===== config.mk =====
export PLATFORM = sky130hd
export DESIGN_NAME = ordered_array_list_engine
export DESIGN_NICKNAME = d
export VERILOG_FILES = /design/src/oale_pkg.sv /design/src/oale_store.sv /design/src/ordered_array_list_engine.sv
export SDC_FILE = /design/constraint.sdc
export NUM_CORES = 2
export LEC_CHECK = 0
export BUFFER_PORTS_ARGS = -buffer_cell sky130_fd_sc_hd__buf_4
export CORE_ASPECT_RATIO = 2
export CORE_MARGIN = 4
export CORE_UTILIZATION = 62
export DETAILED_ROUTE_END_ITERATION = 16
export PLACE_DENSITY = 0.79
export SLEW_MARGIN = 30
export SYNTH_ARGS = -nofsm -noshare
export SYNTH_HDL_FRONTEND = slang
export SYNTH_SLANG_ARGS = --single-unit

===== constraint.sdc =====
create_clock -name clk -period 12.1 [get_ports clk]
set_input_delay 2.42 -clock clk [delete_from_list [all_inputs] [get_ports clk]]
set_output_delay 2.42 -clock clk [all_outputs]
set_load 0.05 [all_outputs]

===== src/oale_pkg.sv =====
`timescale 1ns / 1ps
// ----------------------------------------------------------------------------
// Ordered array list engine package
// Command codes, stream field widths and the store write-enable group shared
// by the engine, its record store and its checker.
// ----------------------------------------------------------------------------
package oale_pkg;

  // Command codes carried in s_tuser.
  localparam logic [2:0] CMD_CLEAR  = 3'd0;
  localparam logic [2:0] CMD_INSERT = 3'd1;
  localparam logic [2:0] CMD_DELETE = 3'd2;
  localparam logic [2:0] CMD_GET    = 3'd3;
  localparam logic [2:0] CMD_UPDATE = 3'd4;
  localparam logic [2:0] CMD_FIND   = 3'd5;

  // Field widths fixed by the stream format.
  localparam int CMD_W   = 3;
  localparam int POS_W   = 5;
  localparam int KEY_W   = 64;
  localparam int COUNT_W = 31;
  localparam int OCC_W   = 6;

  // Input tdata: at_end, position, key_in, count_in, padded to bytes.
  localparam int S_TDATA_W = 104;
  // Output tdata: ok, position_out, key_out, count_out, occupancy, is_empty.
  localparam int M_FIELDS_W = 1 + POS_W + KEY_W + COUNT_W + OCC_W + 1;
  localparam int M_TDATA_W  = 112;

  // Write enables for the two halves of a record.
  typedef struct packed {
    logic key_we;
    logic cnt_we;
  } store_we_t;

endpackage


===== src/oale_store.sv =====
`timescale 1ns / 1ps
// ----------------------------------------------------------------------------
// Ordered array list record store
// Key and count memories with one write port and one registered read port,
// each with its own address; the count half can be written on its own.
// ----------------------------------------------------------------------------
module oale_store #(
  parameter int CAPACITY = 32,
  parameter int KEY_BITS = 64
) (
  input  logic                           clk,
  input  logic [$clog2(CAPACITY)-1:0]    waddr,
  input  oale_pkg::store_we_t            we,
  input  logic [KEY_BITS-1:0]            wkey,
  input  logic [oale_pkg::COUNT_W-1:0]   wcnt,
  input  logic [$clog2(CAPACITY)-1:0]    raddr,
  output logic [KEY_BITS-1:0]            rkey,
  output logic [oale_pkg::COUNT_W-1:0]   rcnt
);

  logic [KEY_BITS-1:0]          key_mem [CAPACITY];
  logic [oale_pkg::COUNT_W-1:0] cnt_mem [CAPACITY];

  // One write and one registered read per cycle.
  always_ff @(posedge clk) begin
    if (we.key_we) begin
      key_mem[waddr] <= wkey;
    end
    if (we.cnt_we) begin
      cnt_mem[waddr] <= wcnt;
    end
    rkey <= key_mem[raddr];
    rcnt <= cnt_mem[raddr];
  end

endmodule


===== src/ordered_array_list_engine.sv =====
`timescale 1ns / 1ps
// Clear, failed commands and unknown codes go straight to the result; get reads the
// record, then captures it; update writes the count; insert moves the records from
// the top down to the position one per cycle, then writes the new one; delete moves
// the records above the position down one per cycle; find compares one stored key
// per cycle until a match or the end of the list. One command at a time.
// Reset (synchronous, active high) empties the list and drops a pending result.
// ----------------------------------------------------------------------------
// Ordered array list engine
// Fixed-capacity list of key and count records driven by one command per
// transfer: clear, insert, delete, get, update count and find by key.
// ----------------------------------------------------------------------------
module ordered_array_list_engine #(
  parameter int CAPACITY = 32,
  parameter int KEY_BITS = 64
) (
  input  logic                             clk,
  input  logic                             rst,
  input  logic                             s_tvalid,
  output logic                             s_tready,
  // [0] at_end, [5:1] position, [69:6] key_in, [100:70] count_in, rest zero
  input  logic [oale_pkg::S_TDATA_W-1:0]   s_tdata,
  // [2:0] command
  input  logic [oale_pkg::CMD_W-1:0]       s_tuser,
  output logic                             m_tvalid,
  input  logic                             m_tready,
  // [0] ok, [5:1] position_out, [69:6] key_out, [100:70] count_out,
  // [106:101] occupancy, [107] is_empty, rest zero
  output logic [oale_pkg::M_TDATA_W-1:0]   m_tdata
);

  localparam int AW  = $clog2(CAPACITY);
  localparam int CW  = $clog2(CAPACITY + 1);
  localparam int PW  = oale_pkg::POS_W;
  localparam int KW  = oale_pkg::KEY_W;
  localparam int NW  = oale_pkg::COUNT_W;
  localparam int OW  = oale_pkg::OCC_W;
  localparam int XW  = (CW > PW) ? CW : PW;
  localparam int PAD = oale_pkg::M_TDATA_W - oale_pkg::M_FIELDS_W;

  typedef enum logic [3:0] {
    ST_IDLE,
    ST_UP,
    ST_DOWN,
    ST_FLUSH,
    ST_PUT,
    ST_READ,
    ST_CAPTURE,
    ST_SCAN,
    ST_DONE
  } state_t;

  state_t               state;
  logic [CW-1:0]        held;
  logic [CW-1:0]        idx;
  logic [CW-1:0]        wr_addr;
  logic [CW-1:0]        dst_r;
  logic [CW-1:0]        cmp_idx;
  logic                 pend;
  logic [2:0]           cmd_r;
  logic [KEY_BITS-1:0]  key_r;
  logic [NW-1:0]        cnt_r;
  logic                 res_ok;
  logic [PW-1:0]        res_pos;
  logic [KW-1:0]        res_key;
  logic [NW-1:0]        res_cnt;

  // Input field views.
  logic [2:0]           cmd_in;
  logic                 at_end_in;
  logic [PW-1:0]        pos_in;
  logic [KW-1:0]        key_in;
  logic [NW-1:0]        cnt_in;
  logic [XW-1:0]        pos_x;
  logic [XW-1:0]        held_x;
  logic [XW-1:0]        dst_x;

  // Store port.
  logic [AW-1:0]        raddr;
  logic [AW-1:0]        waddr;
  oale_pkg::store_we_t  we;
  logic [KEY_BITS-1:0]  wkey;
  logic [NW-1:0]        wcnt;
  logic [KEY_BITS-1:0]  rd_key;
  logic [NW-1:0]        rd_cnt;

  assign cmd_in    = s_tuser;
  assign at_end_in = s_tdata[0];
  assign pos_in    = s_tdata[5:1];
  assign key_in    = s_tdata[69:6];
  assign cnt_in    = s_tdata[100:70];

  assign pos_x  = XW'(pos_in);
  assign held_x = XW'(held);
  assign dst_x  = at_end_in ? held_x : pos_x;

  assign s_tready = (state == ST_IDLE);

  oale_store #(
    .CAPACITY (CAPACITY),
    .KEY_BITS (KEY_BITS)
  ) u_store (
    .clk   (clk),
    .waddr (waddr),
    .we    (we),
    .wkey  (wkey),
    .wcnt  (wcnt),
    .raddr (raddr),
    .rkey  (rd_key),
    .rcnt  (rd_cnt)
  );

  // Store addressing: reads follow the walk index, writes trail one record behind.
  always_comb begin
    raddr = (idx < CW'(CAPACITY)) ? idx[AW-1:0] : '0;
    waddr = wr_addr[AW-1:0];
    we    = '0;
    wkey  = rd_key;
    wcnt  = rd_cnt;
    unique case (state)
      ST_UP, ST_DOWN: begin
        we.key_we = pend;
        we.cnt_we = pend;
      end
      ST_FLUSH: begin
        we.key_we = 1'b1;
        we.cnt_we = 1'b1;
      end
      ST_PUT: begin
        waddr     = dst_r[AW-1:0];
        wkey      = key_r;
        wcnt      = cnt_r;
        we.key_we = (cmd_r == oale_pkg::CMD_INSERT);
        we.cnt_we = 1'b1;
      end
      default: begin
        we = '0;
      end
    endcase
  end

  // Command sequencer and output register.
  always_ff @(posedge clk) begin
    if (rst) begin
      state    <= ST_IDLE;
      held     <= '0;
      pend     <= 1'b0;
      m_tvalid <= 1'b0;
    end else begin
      // The pending result leaves on a transfer unless a new one replaces it.
      if (m_tready && (state != ST_DONE)) begin
        m_tvalid <= 1'b0;
      end
      unique case (state)
        ST_IDLE: begin
          if (s_tvalid) begin
            cmd_r   <= cmd_in;
            key_r   <= key_in[KEY_BITS-1:0];
            cnt_r   <= cnt_in;
            res_ok  <= 1'b0;
            res_pos <= '0;
            res_key <= '0;
            res_cnt <= '0;
            pend    <= 1'b0;
            state   <= ST_DONE;
            unique case (cmd_in)
              oale_pkg::CMD_CLEAR: begin
                held   <= '0;
                res_ok <= 1'b1;
              end
              oale_pkg::CMD_INSERT: begin
                if ((held_x < XW'(CAPACITY)) && (dst_x <= held_x)) begin
                  res_ok  <= 1'b1;
                  res_pos <= dst_x[PW-1:0];
                  held    <= held + 1'b1;
                  dst_r   <= CW'(dst_x);
                  if (dst_x == held_x) begin
                    state <= ST_PUT;
                  end else begin
                    idx   <= held - 1'b1;
                    state <= ST_UP;
                  end
                end
              end
              oale_pkg::CMD_DELETE: begin
                if (pos_x < held_x) begin
                  res_ok  <= 1'b1;
                  res_pos <= pos_in;
                  held    <= held - 1'b1;
                  if (pos_x + 1'b1 != held_x) begin
                    idx   <= CW'(pos_x) + 1'b1;
                    state <= ST_DOWN;
                  end
                end
              end
              oale_pkg::CMD_GET: begin
                if (pos_x < held_x) begin
                  res_ok  <= 1'b1;
                  res_pos <= pos_in;
                  idx     <= CW'(pos_x);
                  state   <= ST_READ;
                end
              end
              oale_pkg::CMD_UPDATE: begin
                if (pos_x < held_x) begin
                  res_ok  <= 1'b1;
                  res_pos <= pos_in;
                  dst_r   <= CW'(pos_x);
                  state   <= ST_PUT;
                end
              end
              oale_pkg::CMD_FIND: begin
                if (held != '0) begin
                  idx   <= '0;
                  state <= ST_SCAN;
                end
              end
              default: begin
                state <= ST_DONE;
              end
            endcase
          end
        end

        // Move records up one place, walking down from the top to the target.
        ST_UP: begin
          wr_addr <= idx + 1'b1;
          pend    <= 1'b1;
          if (idx == dst_r) begin
            state <= ST_FLUSH;
          end else begin
            idx <= idx - 1'b1;
          end
        end

        // Move records down one place; held already counts the removal.
        ST_DOWN: begin
          wr_addr <= idx - 1'b1;
          pend    <= 1'b1;
          if (idx == held) begin
            state <= ST_FLUSH;
          end else begin
            idx <= idx + 1'b1;
          end
        end

        // Write the last record read by the walk.
        ST_FLUSH: begin
          pend  <= 1'b0;
          state <= (cmd_r == oale_pkg::CMD_INSERT) ? ST_PUT : ST_DONE;
        end

        ST_PUT: begin
          state <= ST_DONE;
        end

        ST_READ: begin
          state <= ST_CAPTURE;
        end

        ST_CAPTURE: begin
          res_key <= KW'(rd_key);
          res_cnt <= rd_cnt;
          state   <= ST_DONE;
        end

        // Compare one stored key per cycle against the search key.
        ST_SCAN: begin
          if (pend && (rd_key == key_r)) begin
            res_ok  <= 1'b1;
            res_pos <= PW'(cmp_idx);
            res_key <= KW'(rd_key);
            res_cnt <= rd_cnt;
            pend    <= 1'b0;
            state   <= ST_DONE;
          end else if (idx == held) begin
            pend  <= 1'b0;
            state <= ST_DONE;
          end else begin
            pend    <= 1'b1;
            cmp_idx <= idx;
            idx     <= idx + 1'b1;
          end
        end

        // Hand the result to the output register once it is free.
        ST_DONE: begin
          if (!m_tvalid || m_tready) begin
            m_tvalid <= 1'b1;
            m_tdata  <= {{PAD{1'b0}}, (held == '0), OW'(held), res_cnt, res_key,
                         res_pos, res_ok};
            state    <= ST_IDLE;
          end
        end

        default: begin
          state <= ST_IDLE;
        end
      endcase
    end
  end

endmodule


# Yosys cells after proc, flatten, opt, wreduce, memory -nomap -nowiden
# Memory sizes are Yosys's and may differ from the RTL's. A register that Yosys moved wholly into a read port is not among the register bits.
# Index checks and enable logic that the tools add are counted.
# totals
romBits,0
wordCells,167
ram_bits,3040
in_bits,111
output_inout_bits,114
latchBits,0
mem_count,2
register_bits,341
# memory_table
name,words,width,rd,rd_ports_with_merged_regs,write_ports,line_no,rtl
u_store.key_mem,32,64,1,1,1,oale_store.sv:21,logic [KEY_BITS-1:0] key_mem [CAPACITY];
u_store.cnt_mem,32,31,1,1,1,oale_store.sv:22,logic [oale_pkg::COUNT_W-1:0] cnt_mem [CAPACITY];
# op_classes
mul,0
n_shift,0
n_div,0
bitwise,3
n_reduce_logical,30
n_eq_ne,38
addsub,5
order_cmp,4
n_mux,69
# op_table
operator,n
$mux W64,3
$pmux W64 S3,1
$mux W31,3
$pmux W31 S3,1
$mux W6,14
$eq A64 B64 Y1,1
$mux W4,13
$pmux W6 S4,2
$pmux W4 S8,1
$mux W5,6
$pmux W5 S2,3
$ne A3 B3 Y1 const B,7
$ne A2 B2 Y1 const B,10
$pmux W4 S5,1
$eq A6 B6 Y1,3
$pmux W6 S3,1
$eq A4 B3 Y1 const B,4
$mux W1,14
$add A6 B1 Y6 const B,2
$lt A6 B6 Y1 const B,2
$pmux W6 S2,1
$reduce_and A12 Y1,1
$reduce_and A4 Y1,3
$sub A6 B1 Y6 const B,2
other kinds (34),50

# Depth between registers and ports, before layout
# depth
ltp_word,7
mapped_depth,12
mapped_depth_nobuf,10

# By module
# A second synthesis with hierarchy kept.
# unflattened
cells_unflattened,5699
hier_area_um2,132239.3
# modules_own_cells
module,cells_each,area_each_um2,seq_area_each_um2,n_inst
oale_store,4637,117212.4,93189.4,1
ordered_array_list_engine,1062,15026.9,10119.7,1

# Least setup slack after synthesis
# No wires, ideal clock.
# synth_timing
path_type,input port to flip-flop
startpoint,in rst
endpoint,"reg m_tdata[0] in the netlist's numbering, enable pin"
setup_time_ns,0.707
n_path_buf,1
slack_ns,1.485
stages,2
t_arrival_ns,9.908
required_time_ns,11.393
path_cell_list,buf_2 > nor3_1
# synth_between
elab_chain_len,2
# synth_lines
item,line_no,rtl
start: declaration,ordered_array_list_engine.sv:18,"input logic rst,"
$not A1 Y1 (no source line),n/a,
$reduce_and A3 Y1 (no source line),n/a,
end signal: assignment,ordered_array_list_engine.sv:290,"m_tdata <= {{PAD{1'b0}}, (held == '0), OW'(held), res_cnt, res_key,"
end: declaration,ordered_array_list_engine.sv:29,output logic [oale_pkg::M_TDATA_W-1:0] m_tdata
# No other way between the ends.
# A chain may end at the register's enable or synchronous reset.

# Final worst setup path
# layout_timing
startpoint,reg state[2]
endpoint,"mem u_store.key_mem[5][37], enable pin"
# layout_between
elab_chain_len,5
elab_cells_between_ends,9
classes_between,eq/ne: 4; mux: 4; reduce/logical: 1
# layout_lines
item,line_no,rtl
start: declaration,ordered_array_list_engine.sv:53,state_t state;
start signal: assignment,ordered_array_list_engine.sv:250,state <= (cmd_r == oale_pkg::CMD_INSERT) ? ST_PUT : ST_DONE;
$eq A4 B2 Y1 or $eq A4 B1 Y1 (tied branches),ordered_array_list_engine.sv:120,unique case (state)
$reduce_or A2 Y1 (no source line),n/a,
$pmux W2 S3,ordered_array_list_engine.sv:120,
$mux W1,oale_store.sv:26,if (we.key_we) begin
$mux W1 (not written as such),oale_store.sv:27,key_mem[waddr] <= wkey;
end: declaration,oale_store.sv:21,
# Parallel ways exist; a longest one is shown, timed or not.

==> run summary <==
Status -> finished clean
Adder-Cell Fraction of Synth Area -> 0.1576%
Crit. End Element -> flip-flop
H-tree depth -> 5
Vias -> 73710
Slew @ Worst Pin -> 1.089 ns
Number of setup buffers added after CTS -> 0
Startpoint types -> flip-flop
Total internal power -> 19.82 mW
YS warnings -> 0
Post-synth EDFFs -> 3369
Die Span X -> 335.9 µm
Pwr per Cell Area -> 174.8 nW/µm²
Post-route setup slack -> 6.635 ns
Nets -> 7650
Most frequent CP cell -> buf_4
Initial antenna violation count -> 14
Mux cell area share after synthesis -> 11.16%
Initial Util -> 62.37%
CTS buffer count -> 289
Die height -> 663.9 µm
Mapped Cells -> 7288
All-layer global routing usage -> 31.97%
CTS tree -> done
Worst vdd ir -> 0.1541 mV
Max Fclk -> 183.0 MHz
Final Max Tran Viols -> 0
Post-Synth Simple-Gate Area -> 3.959%
DR DRC count -> 0
Slew margin rel. -> 27.38%
Pre-antenna DRT Iters -> 13
Max FO, Critical Path -> 36
Post-synth cell types -> 73
Post-DP HPWL -> 190.2 mm
RD Place Congestion -> 0.8765
CTS resizes -> 0
Largest family of logic cells by synthesized area -> multiplexers
Asr flop ratio synth -> 0%
Core Area -> 213800 µm²
Hold buffer count at cts -> 0
Max Cap Viol -> 0
Clk buf depth -> 4
Final hold violation count -> 0
First-pass GRT wire length -> 509.6 mm
DP Worst Slack -> 6.520 ns
Worst min path class -> reg2reg
Compound-Gate Fraction of Synth Area -> 5.212%
Overflow after GRT -> 0
Post-Synth XOR/XNOR Area -> 0.4860%
Slowest-stage cell, CP -> buf_4
Flop pwr share -> 54.6%
Layout Skew -> 0.06640 ns
RSZ-0062 raised after global routing -> no
Area Overhead vs Synth -> 11.07%
Pin count of the biggest net entering global routing -> 163
Worst endpoint data arrival time -> 5.94 ns
Crit path kind -> reg2reg
P_leak -> 47.90 nW
Comb pwr share -> 9.4%
Final setup fails -> 0
Data required, critical path -> 12.57 ns
Clk slew on worst S/H paths -> 0.07 ns
Final WL -> 357.7 mm
Net switching power -> 6.073 mW
Vias in the first global route -> 73830
Initial detailed-routing violation count -> 11220
Clock Sinks -> 3476
Ratio of final minimum period to clock period -> 45.16%
Critical path, cell by cell -> nor4b_4 -> buf_4 -> buf_4 -> nand3b_1 -> o21ai_1 -> nand3_1 -> nor2_4 -> buf_4 -> buf_4
CP max stage delay -> 0.68 ns
I/O Pins -> 225
Top_reg_cell synth -> edfxtp_1
Share of total power in the clock network -> 35.9%
Min Tclk post-route -> 5.465 ns
Clock Tree Root -> clkbuf_16
Die ar. -> 223000 µm²
Setup TNS -> 0 ns
Flops & latches, synth -> 3476
Share of layout cells above drive strength 1 -> 18.24%
Routed Antenna Nets -> 0
Sw Share -> 23.45%
Row cnt -> 240
DR WL/cell -> 33.95 µm
Seq/Total Area, Yosys -> 77.47%
Avg Synthesized Cell Area -> 18.30 µm²
Post-synthesis instance area -> 133400 µm²
Vias/cell -> 6.996
PortBufs -> 217
Worst-Skew Late Latency -> 0.86 ns
==> final cells by class <==
class                           count  area (µm²)
Clock inverter                    141        1341
Fill cell                       12660       65690
Tap cell                         2783        3482
Multi-Input combinational cell   3322       28630
Antenna cell                        5       12.51
Timing Repair Buffer              396        3256
Inverter                           38       142.6
Sequential cell                  3476      103300
Clock buffer                      375        7939
==> Yosys cell counts, drive strengths merged (5+ instances only) <==
master | n | area share [%]
nor3 | 30 | 0.11
a211oi | 70 | 0.39
nand2b | 24 | 0.11
o211ai | 58 | 0.33
inv | 35 | 0.099
a211o | 8 | 0.053
clkbuf | 258 | 0.73
nand3b | 6 | 0.034
dfxtp | 107 | 1.6
nand2 | 568 | 1.6
and2 | 89 | 0.42
nor2b | 11 | 0.052
mux2i | 428 | 3.2
and3 | 9 | 0.042
nand4 | 14 | 0.066
o221ai | 156 | 1.0
a31oi | 8 | 0.038
mux4 | 429 | 7.2
o31ai | 12 | 0.068
mux2 | 83 | 0.70
a221oi | 8 | 0.053
o311ai | 39 | 0.26
ha | 16 | 0.15
nand3 | 227 | 0.85
o22ai | 110 | 0.52
nor2 | 176 | 0.50
o2bb2ai | 5 | 0.033
edfxtp | 3369 | 76
a22o | 7 | 0.046
buf | 197 | 0.72
nor4 | 9 | 0.058
xnor2 | 46 | 0.30
xor2 | 28 | 0.18
a21oi | 32 | 0.12
o21ai | 575 | 2.2
==> path summary, 6_finish.rpt <==
path | start | to | slack, ns | depth (start not counted)
max | state[2] | u_store.key_mem[5][37] | 6.64 | 9
min reg2reg | res_key[59] | m_tdata[65] | 0.39 | 0
max reg2reg | state[2] | u_store.key_mem[5][37] | 6.64 | 9
min | res_key[59] | m_tdata[65] | 0.39 | 0
==> worst max-delay path, delay by kind of cell, from the launching register on <==
family	cells	cell delay (ns)
buf+inv	4	2.51
compound gates	1	0.30
simple gates	4	1.57
flops	1	0.59
==> sequential cells by signal, summed over array words and instances (netlist names) <==
signal,flops
wr_addr,5
m_tdata,108
u_store.rkey,64
u_store.cnt_mem,992
cmd_r,3
held,6
cnt_r,31
u_store.key_mem,2048
pend,1
res_cnt,31
u_store.rcnt,31
cmp_idx,5
idx,6
key_r,64
res_pos,5
res_ok,1
dst_r,6
res_key,64
state,4
m_tvalid,1
==> cells in the final DEF, fill, tap and decap left out, types with 9 or more instances in the layout <==
master and n:
nor2_1 116, o22ai_1 110, nand3_1 227, clkinv_2 46, buf_4 375, ha_1 16
nand2b_1 17, mux4_2 429, a21oi_1 32, xor2_1 28, clkbuf_16 300, bufinv_16 24
o221ai_1 155, nand2_1 567, clkbuf_1 60, and2_1 88, clkbuf_8 15, clkinvlp_4 10
o311ai_0 39, and3_1 9, nor3_1 25, o21ai_1 27, o21ai_0 544, a211oi_1 69
o211ai_1 58, nor2_4 60, clkinv_1 51, xnor2_1 45, inv_1 33, mux2_2 83
buf_12 14, dfxtp_1 107, edfxtp_1 3369, mux2i_1 428, o31ai_1 12, nand4_1 14
==> through the flow <==
step	hold slack [ns]	instance area [µm²]	power (mW)	utilization, %	cells
after global routing	0.4134	148100	26.63	69.27	10530
after global placement	0.4017	138600	16.68	64.83	10010
after floorplan	0.4003	133400	15.88	-	7291
after CTS	0.3971	148000	25.91	69.24	10530
final	0.3869	148100	25.90	69.28	10540
after detailed placement	0.4045	138800	16.77	64.90	10010
==> kinds of logic after synthesis <==
| kind of cell | Yosys count |
|---|---|
| AO/OA/AOI/OAI | 1107 |
| buffers and inverters | 493 |
| multiplexers | 940 |
| XOR/XNOR | 74 |
| adder cells (fa/ha/maj) | 17 |
| flip-flops | 3476 |
| other | 1 |
| AND/OR/NAND/NOR | 1180 |
==> power by group through the flow <==
stage,Clock (mW),Sequential (mW),Combinational (mW)
after global routing,9.90,14.1,2.59
after detailed placement,0,14.4,2.38
after floorplan,0,14.4,1.44
after CTS,9.37,14.1,2.40
final,9.31,14.1,2.44
after global placement,0,14.4,2.29
==> layer usage <==
metal,wire length (µm),global-route usage (%),up-vias
li1,-,-,29610
met1,115800,39.85,37280
met2,179900,53.36,5634
met3,38060,5.428,1185
met4,23890,18.54,4
met5,20,0,-
(Power assumes the default switching activity.)
